File: config.mk
export PLATFORM = sky130hd
export DESIGN_NAME = array_statistics_core
export DESIGN_NICKNAME = d
export VERILOG_FILES = /design/src/asc_pkg.sv /design/src/asc_store.sv /design/src/asc_div.sv /design/src/array_statistics_core.sv
export SDC_FILE = /design/constraint.sdc
export NUM_CORES = 2
export LEC_CHECK = 0
export BUFFER_PORTS_ARGS = -buffer_cell sky130_fd_sc_hd__buf_4
export CORE_ASPECT_RATIO = 1.5
export CORE_UTILIZATION = 65
export CTS_CLUSTER_DIAMETER = 50
export DETAILED_ROUTE_END_ITERATION = 7
export GPL_TIMING_DRIVEN = 1
export PLACE_DENSITY = 0.87
export SYNTH_ARGS = -nofsm -noshare
export SYNTH_HDL_FRONTEND = slang
export SYNTH_SLANG_ARGS = --single-unit
File: constraint.sdc
create_clock -name clock -period 17.6 [get_ports clock]
set_input_delay 0.88 -clock clock [delete_from_list [all_inputs] [get_ports clock]]
set_output_delay 0.88 -clock clock [all_outputs]
set_load 0.01 [all_outputs]
File: src/asc_pkg.sv
// asc_pkg: shared widths, payload types and sequencer states for the array statistics core
// used by every module under src; depends on nothing
`default_nettype none
package asc_pkg;
   localparam int MAX_COUNT = 64;
   localparam int SAMPLE_W  = 16;
   localparam int ADDR_W    = $clog2(MAX_COUNT);
   localparam int CNT_W     = $clog2(MAX_COUNT + 1);
   localparam int SUM_W     = $clog2(MAX_COUNT * 65535 + 1);
   localparam int DIV_CNT_W = $clog2(SUM_W + 1);
   localparam int COUNT_W   = 7;

   typedef struct packed {
      logic [SAMPLE_W-1:0] sample;
      logic                last;
   } req_payload_type;

   typedef struct packed {
      logic [SAMPLE_W-1:0] mean;
      logic [SAMPLE_W-1:0] maximum;
      logic [SAMPLE_W-1:0] minimum;
      logic [SAMPLE_W-1:0] median;
      logic [SAMPLE_W-1:0] most_frequent;
      logic [COUNT_W-1:0]  sample_count;
      logic                overflowed;
   } rsp_payload_type;

   typedef struct packed {
      logic busy;
      logic done;
   } div_status_type;

   typedef enum logic [3:0] {
      ST_LOAD,
      ST_SORT_INIT,
      ST_SORT_RDI,
      ST_SORT_RDV,
      ST_SORT_RDJ,
      ST_SORT_CMP,
      ST_SORT_NEXT,
      ST_MED_RD0,
      ST_MED_RD1,
      ST_MED_SET,
      ST_MODE_RD0,
      ST_MODE_RD,
      ST_MODE_CMP,
      ST_DIV,
      ST_OUT
   } state_type;
endpackage
`default_nettype wire

File: src/asc_store.sv
// asc_store: sample memory, one write port and one registered read port
// depends on asc_pkg
`default_nettype none
module asc_store
   import asc_pkg::*;
(
   input  wire logic                clock,
   input  wire logic                we,
   input  wire logic [ADDR_W-1:0]   waddr,
   input  wire logic [SAMPLE_W-1:0] wdata,
   input  wire logic [ADDR_W-1:0]   raddr,
   output logic      [SAMPLE_W-1:0] rdata
);
   logic [SAMPLE_W-1:0] mem [MAX_COUNT];
   logic [SAMPLE_W-1:0] rdata_ff;

   always_ff @(posedge clock) begin
      if (we) begin
         mem[waddr] <= wdata;
      end
      rdata_ff <= mem[raddr];
   end

   assign rdata = rdata_ff;
endmodule
`default_nettype wire

File: src/asc_div.sv
// asc_div: restoring divider, one quotient bit per cycle
// depends on asc_pkg
`default_nettype none
module asc_div
   import asc_pkg::*;
(
   input  wire logic             clock,
   input  wire logic             reset,
   input  wire logic             start,
   input  wire logic [SUM_W-1:0] dividend,
   input  wire logic [CNT_W-1:0] divisor,
   output div_status_type        status,
   output logic      [SUM_W-1:0] quotient
);
   logic [SUM_W-1:0]     quo_ff, quo_in;
   logic [CNT_W-1:0]     rem_ff, rem_in;
   logic [CNT_W-1:0]     div_ff, div_in;
   logic [DIV_CNT_W-1:0] cnt_ff, cnt_in;
   logic                 busy_ff, busy_in;
   logic                 done_ff, done_in;
   logic [CNT_W:0]       shifted;
   logic                 fits;

   always_comb begin
      shifted = {rem_ff, quo_ff[SUM_W-1]};
      fits    = shifted >= {1'b0, div_ff};
      quo_in  = quo_ff;
      rem_in  = rem_ff;
      div_in  = div_ff;
      cnt_in  = cnt_ff;
      busy_in = busy_ff;
      done_in = 1'b0;
      if (start) begin
         quo_in  = dividend;
         rem_in  = '0;
         div_in  = divisor;
         cnt_in  = DIV_CNT_W'(SUM_W);
         busy_in = 1'b1;
      end else if (busy_ff) begin
         quo_in = {quo_ff[SUM_W-2:0], fits};
         rem_in = fits ? CNT_W'(shifted - {1'b0, div_ff}) : shifted[CNT_W-1:0];
         cnt_in = cnt_ff - DIV_CNT_W'(1);
         if (cnt_ff == DIV_CNT_W'(1)) begin
            busy_in = 1'b0;
            done_in = 1'b1;
         end
      end
   end

   always_ff @(posedge clock) begin
      if (reset) begin
         busy_ff <= 1'b0;
         done_ff <= 1'b0;
         cnt_ff  <= '0;
      end else begin
         busy_ff <= busy_in;
         done_ff <= done_in;
         cnt_ff  <= cnt_in;
      end
      quo_ff <= quo_in;
      rem_ff <= rem_in;
      div_ff <= div_in;
   end

   assign status.busy = busy_ff;
   assign status.done = done_ff;
   assign quotient    = quo_ff;
endmodule
`default_nettype wire

File: src/array_statistics_core.sv
// array_statistics_core: loads a sample set, sorts it in memory, gives mean, extremes,
// median, most frequent value, count and overflow flag; depends on asc_pkg, asc_store, asc_div
//
//   channel  dir  payload           handshake
//   req_     in   sample, last      req_valid / req_stall
//   rsp_     out  statistics        rsp_valid / rsp_stall
//
// samples load one per cycle; after last, an insertion sort runs over the memory through its
// one write port and one registered read port, then the median is read, a run scan finds the
// most frequent value and the divider forms the mean
// reset is synchronous and clears the sequencer and running values, not the memory
// req_stall is high from the last sample until the result is taken; rsp holds while stalled
`default_nettype none
module array_statistics_core
   import asc_pkg::*;
(
   input  wire logic            clock,
   input  wire logic            reset,
   input  wire logic            req_valid,
   output logic                 req_stall,
   input  wire req_payload_type req_payload,
   output logic                 rsp_valid,
   input  wire logic            rsp_stall,
   output rsp_payload_type      rsp_payload
);
   state_type state_ff, state_in;

   logic [CNT_W-1:0]    fill_ff, fill_in;
   logic [SUM_W-1:0]    sum_ff, sum_in;
   logic [SAMPLE_W-1:0] max_ff, max_in;
   logic [SAMPLE_W-1:0] min_ff, min_in;
   logic                drop_ff, drop_in;
   logic [CNT_W-1:0]    i_ff, i_in;
   logic [CNT_W-1:0]    j_ff, j_in;
   logic [SAMPLE_W-1:0] v_ff, v_in;
   logic [SAMPLE_W-1:0] med_ff, med_in;
   logic [SAMPLE_W-1:0] cur_ff, cur_in;
   logic [SAMPLE_W-1:0] best_ff, best_in;
   logic [CNT_W-1:0]    run_ff, run_in;
   logic [CNT_W-1:0]    best_run_ff, best_run_in;

   logic                we;
   logic [ADDR_W-1:0]   waddr;
   logic [SAMPLE_W-1:0] wdata;
   logic [ADDR_W-1:0]   raddr;
   logic [SAMPLE_W-1:0] rdata;
   logic                div_start;
   div_status_type      div_status;
   logic [SUM_W-1:0]    quotient;
   logic [CNT_W-1:0]    mid;
   logic                accept;
   logic [SAMPLE_W:0]   pair_sum;

   asc_store u_store (
      .clock (clock),
      .we    (we),
      .waddr (waddr),
      .wdata (wdata),
      .raddr (raddr),
      .rdata (rdata)
   );

   asc_div u_div (
      .clock    (clock),
      .reset    (reset),
      .start    (div_start),
      .dividend (sum_ff),
      .divisor  (fill_ff),
      .status   (div_status),
      .quotient (quotient)
   );

   assign accept   = req_valid && !req_stall;
   assign mid      = fill_ff >> 1;
   assign pair_sum = {1'b0, v_ff} + {1'b0, rdata};

   always_comb begin
      state_in    = state_ff;
      fill_in     = fill_ff;
      sum_in      = sum_ff;
      max_in      = max_ff;
      min_in      = min_ff;
      drop_in     = drop_ff;
      i_in        = i_ff;
      j_in        = j_ff;
      v_in        = v_ff;
      med_in      = med_ff;
      cur_in      = cur_ff;
      best_in     = best_ff;
      run_in      = run_ff;
      best_run_in = best_run_ff;
      we          = 1'b0;
      waddr       = fill_ff[ADDR_W-1:0];
      wdata       = req_payload.sample;
      raddr       = i_ff[ADDR_W-1:0];
      div_start   = 1'b0;
      req_stall   = 1'b1;
      rsp_valid   = 1'b0;
      unique case (state_ff)
         ST_LOAD: begin
            req_stall = 1'b0;
            if (accept) begin
               if (fill_ff < CNT_W'(MAX_COUNT)) begin
                  we      = 1'b1;
                  fill_in = fill_ff + CNT_W'(1);
                  sum_in  = sum_ff + SUM_W'(req_payload.sample);
                  if (req_payload.sample > max_ff) max_in = req_payload.sample;
                  if (req_payload.sample < min_ff) min_in = req_payload.sample;
               end else begin
                  drop_in = 1'b1;
               end
               if (req_payload.last) state_in = ST_SORT_INIT;
            end
         end
         ST_SORT_INIT: begin
            i_in     = CNT_W'(1);
            state_in = (fill_ff > CNT_W'(1)) ? ST_SORT_RDI : ST_MED_RD0;
         end
         ST_SORT_RDI: begin
            raddr    = i_ff[ADDR_W-1:0];
            state_in = ST_SORT_RDV;
         end
         ST_SORT_RDV: begin
            v_in     = rdata;
            j_in     = i_ff;
            state_in = ST_SORT_RDJ;
         end
         ST_SORT_RDJ: begin
            if (j_ff == '0) begin
               we       = 1'b1;
               waddr    = '0;
               wdata    = v_ff;
               state_in = ST_SORT_NEXT;
            end else begin
               raddr    = ADDR_W'(j_ff - CNT_W'(1));
               state_in = ST_SORT_CMP;
            end
         end
         ST_SORT_CMP: begin
            we    = 1'b1;
            waddr = j_ff[ADDR_W-1:0];
            if (rdata > v_ff) begin
               wdata    = rdata;
               j_in     = j_ff - CNT_W'(1);
               state_in = ST_SORT_RDJ;
            end else begin
               wdata    = v_ff;
               state_in = ST_SORT_NEXT;
            end
         end
         ST_SORT_NEXT: begin
            i_in     = i_ff + CNT_W'(1);
            state_in = (i_ff + CNT_W'(1) >= fill_ff) ? ST_MED_RD0 : ST_SORT_RDI;
         end
         ST_MED_RD0: begin
            raddr    = fill_ff[0] ? mid[ADDR_W-1:0] : ADDR_W'(mid - CNT_W'(1));
            state_in = ST_MED_RD1;
         end
         ST_MED_RD1: begin
            v_in     = rdata;
            raddr    = mid[ADDR_W-1:0];
            state_in = ST_MED_SET;
         end
         ST_MED_SET: begin
            med_in   = fill_ff[0] ? v_ff : pair_sum[SAMPLE_W:1];
            raddr    = '0;
            state_in = ST_MODE_RD0;
         end
         ST_MODE_RD0: begin
            cur_in      = rdata;
            best_in     = rdata;
            run_in      = CNT_W'(1);
            best_run_in = '0;
            i_in        = CNT_W'(1);
            state_in    = ST_MODE_RD;
         end
         ST_MODE_RD: begin
            if (i_ff == fill_ff) begin
               if (run_ff > best_run_ff) best_in = cur_ff;
               div_start = 1'b1;
               state_in  = ST_DIV;
            end else begin
               raddr    = i_ff[ADDR_W-1:0];
               state_in = ST_MODE_CMP;
            end
         end
         ST_MODE_CMP: begin
            if (rdata == cur_ff) begin
               run_in = run_ff + CNT_W'(1);
            end else begin
               if (run_ff > best_run_ff) begin
                  best_run_in = run_ff;
                  best_in     = cur_ff;
               end
               run_in = CNT_W'(1);
               cur_in = rdata;
            end
            i_in     = i_ff + CNT_W'(1);
            state_in = ST_MODE_RD;
         end
         ST_DIV: begin
            if (div_status.done) state_in = ST_OUT;
         end
         ST_OUT: begin
            rsp_valid = 1'b1;
            if (!rsp_stall) begin
               fill_in  = '0;
               sum_in   = '0;
               max_in   = '0;
               min_in   = '1;
               drop_in  = 1'b0;
               state_in = ST_LOAD;
            end
         end
         default: state_in = ST_LOAD;
      endcase
   end

   always_ff @(posedge clock) begin
      if (reset) begin
         state_ff <= ST_LOAD;
         fill_ff  <= '0;
         sum_ff   <= '0;
         max_ff   <= '0;
         min_ff   <= '1;
         drop_ff  <= 1'b0;
      end else begin
         state_ff <= state_in;
         fill_ff  <= fill_in;
         sum_ff   <= sum_in;
         max_ff   <= max_in;
         min_ff   <= min_in;
         drop_ff  <= drop_in;
      end
      i_ff        <= i_in;
      j_ff        <= j_in;
      v_ff        <= v_in;
      med_ff      <= med_in;
      cur_ff      <= cur_in;
      best_ff     <= best_in;
      run_ff      <= run_in;
      best_run_ff <= best_run_in;
   end

   assign rsp_payload.mean          = quotient[SAMPLE_W-1:0];
   assign rsp_payload.maximum       = max_ff;
   assign rsp_payload.minimum       = min_ff;
   assign rsp_payload.median        = med_ff;
   assign rsp_payload.most_frequent = best_ff;
   assign rsp_payload.sample_count  = COUNT_W'(fill_ff);
   assign rsp_payload.overflowed    = drop_ff;
endmodule
`default_nettype wire

==> metrics.sh <==
NUMBER_OF_CELLS_TRAVERSED_BY_THE_WORST_REGISTER_TO_REGISTER_PATH=14
CRITICAL_PATH_REQUIRED_NS=18.13
TOP_CELLS_BY_AREA_SYNTH='sky130_fd_sc_hd__edfxtp_1 (66%), sky130_fd_sc_hd__mux2i_1 (5.1%), sky130_fd_sc_hd__a221oi_1 (4.3%)'
GRT_PASS1_VIAS=33500
CELLPOWERDENSITY_mW_PER_MM2=130
CRITICAL_PATH_PEAK_FANOUT=169
VIAS_PER_CELL=6.97
SYNTH.YOSYS.WARNINGS=0
YS_SEQ_ELEMENTS=1241
TIMING.CRITICAL_PATH.SLOWEST_CELL_DELAY_NS=0.90
NUMBER_OF_HOLD_REPAIR_BUFFERS_ADDED_AT_THE_CTS_STAGE=0
LAYOUT_OVERHEAD_ON_THE_SYNTHESIZED_AREA_PCT=10.8
VIOLATIONS='design-rule violations'
DIE-HEIGHT_UM=350
RELSLEWSLACK_PCT=16.1
TRITONCTS='built'
CTS_RESIZED=0
SYNTH_TOP_AREA_CELL='sky130_fd_sc_hd__edfxtp_1'
PART_OF_THE_CYCLE_THE_WORST_PATH_NEEDS_PCT=37.8
RSZ0062_AT_GRT='false'
ANTENNA_FOUND_INITIAL=1
FINAL.SETUP_SKEW_NS=0.0306
DETAIL_ROUTE.ITER0.VIOLATIONS=4934
CTS_MAX_LEVEL=3
PATH_CLK_SLEW_NS=0.07
STARTPOINT_TYPE='flip-flop'
INITIAL_UTILIZATION_PCT=65.5
NUMCTSBUFFERS=103
CLOCKBUFFERDEPTH=3
DETAIL-ROUTE-ANTENNA-NETS=0
CRIT_SLOWEST_CELL='sky130_fd_sc_hd__buf_4'
PLACE.GP.CONGESTION=0.953
NETLIST-CELL-TYPE-COUNT=73
CRIT_PATH_MAX_DELAY_FAMILY='buffers and inverters'
NUM-NETS-FINAL=3914
ASYNC_FLOP_SHARE_PCT=0
FLOORPLAN.ROWS=127
WIRE_LENGTH_OF_THE_FIRST_GLOBAL_ROUTING_PASS_UM=203000
FLOORPLAN.DIE.WIDTH_UM=234
DRC=29
SYNTH.YOSYS.SEQ_AREA_SHARE_PCT=69.3
DIE_AREA_MM2=0.0818
DRIVE_GT1_SHARE_PCT=12.7
TIMING.CRITICAL_PATH.BUF_INV=4
WORST_HOLD_SLACK_NS=0.464
WORSTSETUPPATHTYPE='flip-flop to flip-flop'
GRT_MAX_DEGREE=170
SETUP_TNS_NS=0
DRT_FIRST_PASS_ITERS=8
DRT-WIRELENGTH-PER-CELL_UM=28.3
CTS_ROOT_BUF='sky130_fd_sc_hd__clkbuf_16'
FINAL-HOLD-VIOLATION-COUNT=0
LAYOUT_MIN_CYCLE_TIME_NS=6.65
ANTENNA_CELLS=0
MAX_CAP_VIOL_COUNT=0
IO_BUFFERS=110
DETAIL_ROUTE.WIRELENGTH_UM=139000
FINAL_MAX_SLEW_VIOL_COUNT=0
ARRIVAL_WORST_ENDPOINT_NS=7.17
CRITPATHCAPTURETYPE='flip-flop'
FMAXACHIEVABLE_MHz=150
SYN-CELL-AREA_MM2=0.0524
WORSTSETUPPATHDEPTH=14
SETUP_VIOL_COUNT_FINAL=0
OVERFLOW=0
STATUS='finished with violations'
TOTAL_LEAKAGE_POWER_nW=20.2
TIMING_WORST_SLEW_PIN_VALUE_NS=1.24
MOSTFREQUENTLAYOUTCELLS='sky130_fd_sc_hd__edfxtp_1 (1145), sky130_fd_sc_hd__nand2_1 (395), sky130_fd_sc_hd__a21oi_1 (305), sky130_fd_sc_hd__mux2i_1 (265), sky130_fd_sc_hd__a221oi_1 (258)'
SYN_INST=3691
VIA_COUNT=34100
WORSTHOLDPATHCELLS=2
MOST_COMMON_CELL_AFTER_LAYOUT_FILL_AND_TAPS_ASIDE='sky130_fd_sc_hd__edfxtp_1'
PLACE_HPWL_UM=80800
CTS_NUM_SINKS=1241
YOSYS_MOST_USED_DFF='sky130_fd_sc_hd__edfxtp_1'
DESIGN.PORTCOUNT=111
CRITICAL_PATH.CELL_CHAIN='inv_1 -> ha_1 -> or3b_4 -> nor4_4 -> nand3b_4 -> nand4_2 -> nand2_8 -> buf_4 -> buf_4 -> buf_12 -> mux2i_1 -> a221oi_1 -> o41ai_1 -> nand4_1'
PATH_COMMON_CELL='sky130_fd_sc_hd__buf_4'
POST_CTS_SETUP_BUFS=0
COREAREA_MM2=0.0799
GRT_USAGE_PCT=33.9
CLK_LATENCY_NS=0.71
SYNTH_ENABLE_FLOP_CELLS=1145
SYNTH.NET_COUNT=3825
HOLDCRITPATHCLASS='primary input to flip-flop'
SYNTH_AREA_PER_CELL_UM2=14.2
SYNTH_LARGEST_TYPE_AREA_FRACTION_PCT=65.6
WORST_IR_DROP_VDD_mV=0.130
==> metrics by stage <==
step	util [%]	cells	worst slack, ns	cell area, µm²	power [mW]
2_1_floorplan	-	3691	11.86	52400	4.66
3_3_place_gp	68.3	4707	11.23	54600	5.15
3_5_place_dp	68.3	4707	11.20	54600	5.20
4_1_cts	72.6	4902	11.12	58100	7.50
5_1_grt	72.6	4902	10.69	58100	7.76
6_report	72.6	4902	10.95	58100	7.55
==> registers in the layout, indices dropped and copies added (netlist names), 16 cells and up <==
signal          flops
med_ff             16
u_store.mem      1024
best_ff            16
min_ff             16
max_ff             16
u_store.rdata      16
v_ff               16
u_div.quotient     22
cur_ff             16
sum_ff             22
==> per-layer routing <==
| metal | track usage [%] | up-vias | share of wire, % | wire [µm] |
|---|---|---|---|---|
| met3 | 5.88 | 553 | 9.8 | 13600 |
| met1 | 38.9 | 16500 | 33 | 45200 |
| li1 | - | 14500 | - | - |
| met5 | 0 | - | 0 | 0 |
| met4 | 25.5 | 0 | 8.0 | 11200 |
| met2 | 56.7 | 2580 | 50 | 68600 |
==> path summary, 6_finish.rpt <==
path,slack [ns],to,from
max,10.95,u_store.rdata[8],j_ff[0]
min,0.46,min_ff[0],req_payload[1]
max reg2reg,10.95,u_store.rdata[8],j_ff[0]
min reg2reg,0.48,drop_ff,drop_ff
==> Yosys cell counts, drive strengths merged (11+ instances only) <==
cell type and number:
clkbuf 108, nor2b 19, nand3 34, inv 94, a21o 31, buf 137, a221oi 258, o41ai 64
and2 16, dfxtp 96, mux2i 265, o22a 17, and3 11, nand2b 18, nand4 30, a32oi 15
mux2 18, o21a 21, ha 110, a31oi 13, edfxtp 1145, xnor2 43, nor2 164, a22oi 21
o21ai 61, xor2 35, a32o 16, nor3 27, a21oi 319, nand2 400
==> power by group <==
group | leakage, nW | switching (mW) | internal (mW)
clock | 1.69 | 1.04 | 1.29
combinational | 7.41 | 1.18 | 0.570
sequential | 11.1 | 0.113 | 3.35
total | 20.2 | 2.34 | 5.21
==> area by class of cell <==
type / count / area, µm²
Tap cell: 1032 / 1290
Sequential cell: 1241 / 36300
Timing Repair Buffer: 229 / 1740
Fill cell: 4519 / 21900
Inverter: 95 / 357
Multi-Input combinational cell: 2110 / 14900
Clock inverter: 66 / 623
Clock buffer: 129 / 2820
==> cells by family after synthesis <==
logic type,count (synthesis),share of synthesized area [%]
flip-flops,1241,69.3
AO/OA/AOI/OAI,882,11.9
AND/OR/NAND/NOR,754,6.29
buffers and inverters,340,2.99
multiplexers,283,5.45
adder cells (fa/ha/maj),113,2.74
XOR/XNOR,78,1.30
No activity file was read; power rests on OpenSTA's default activity.
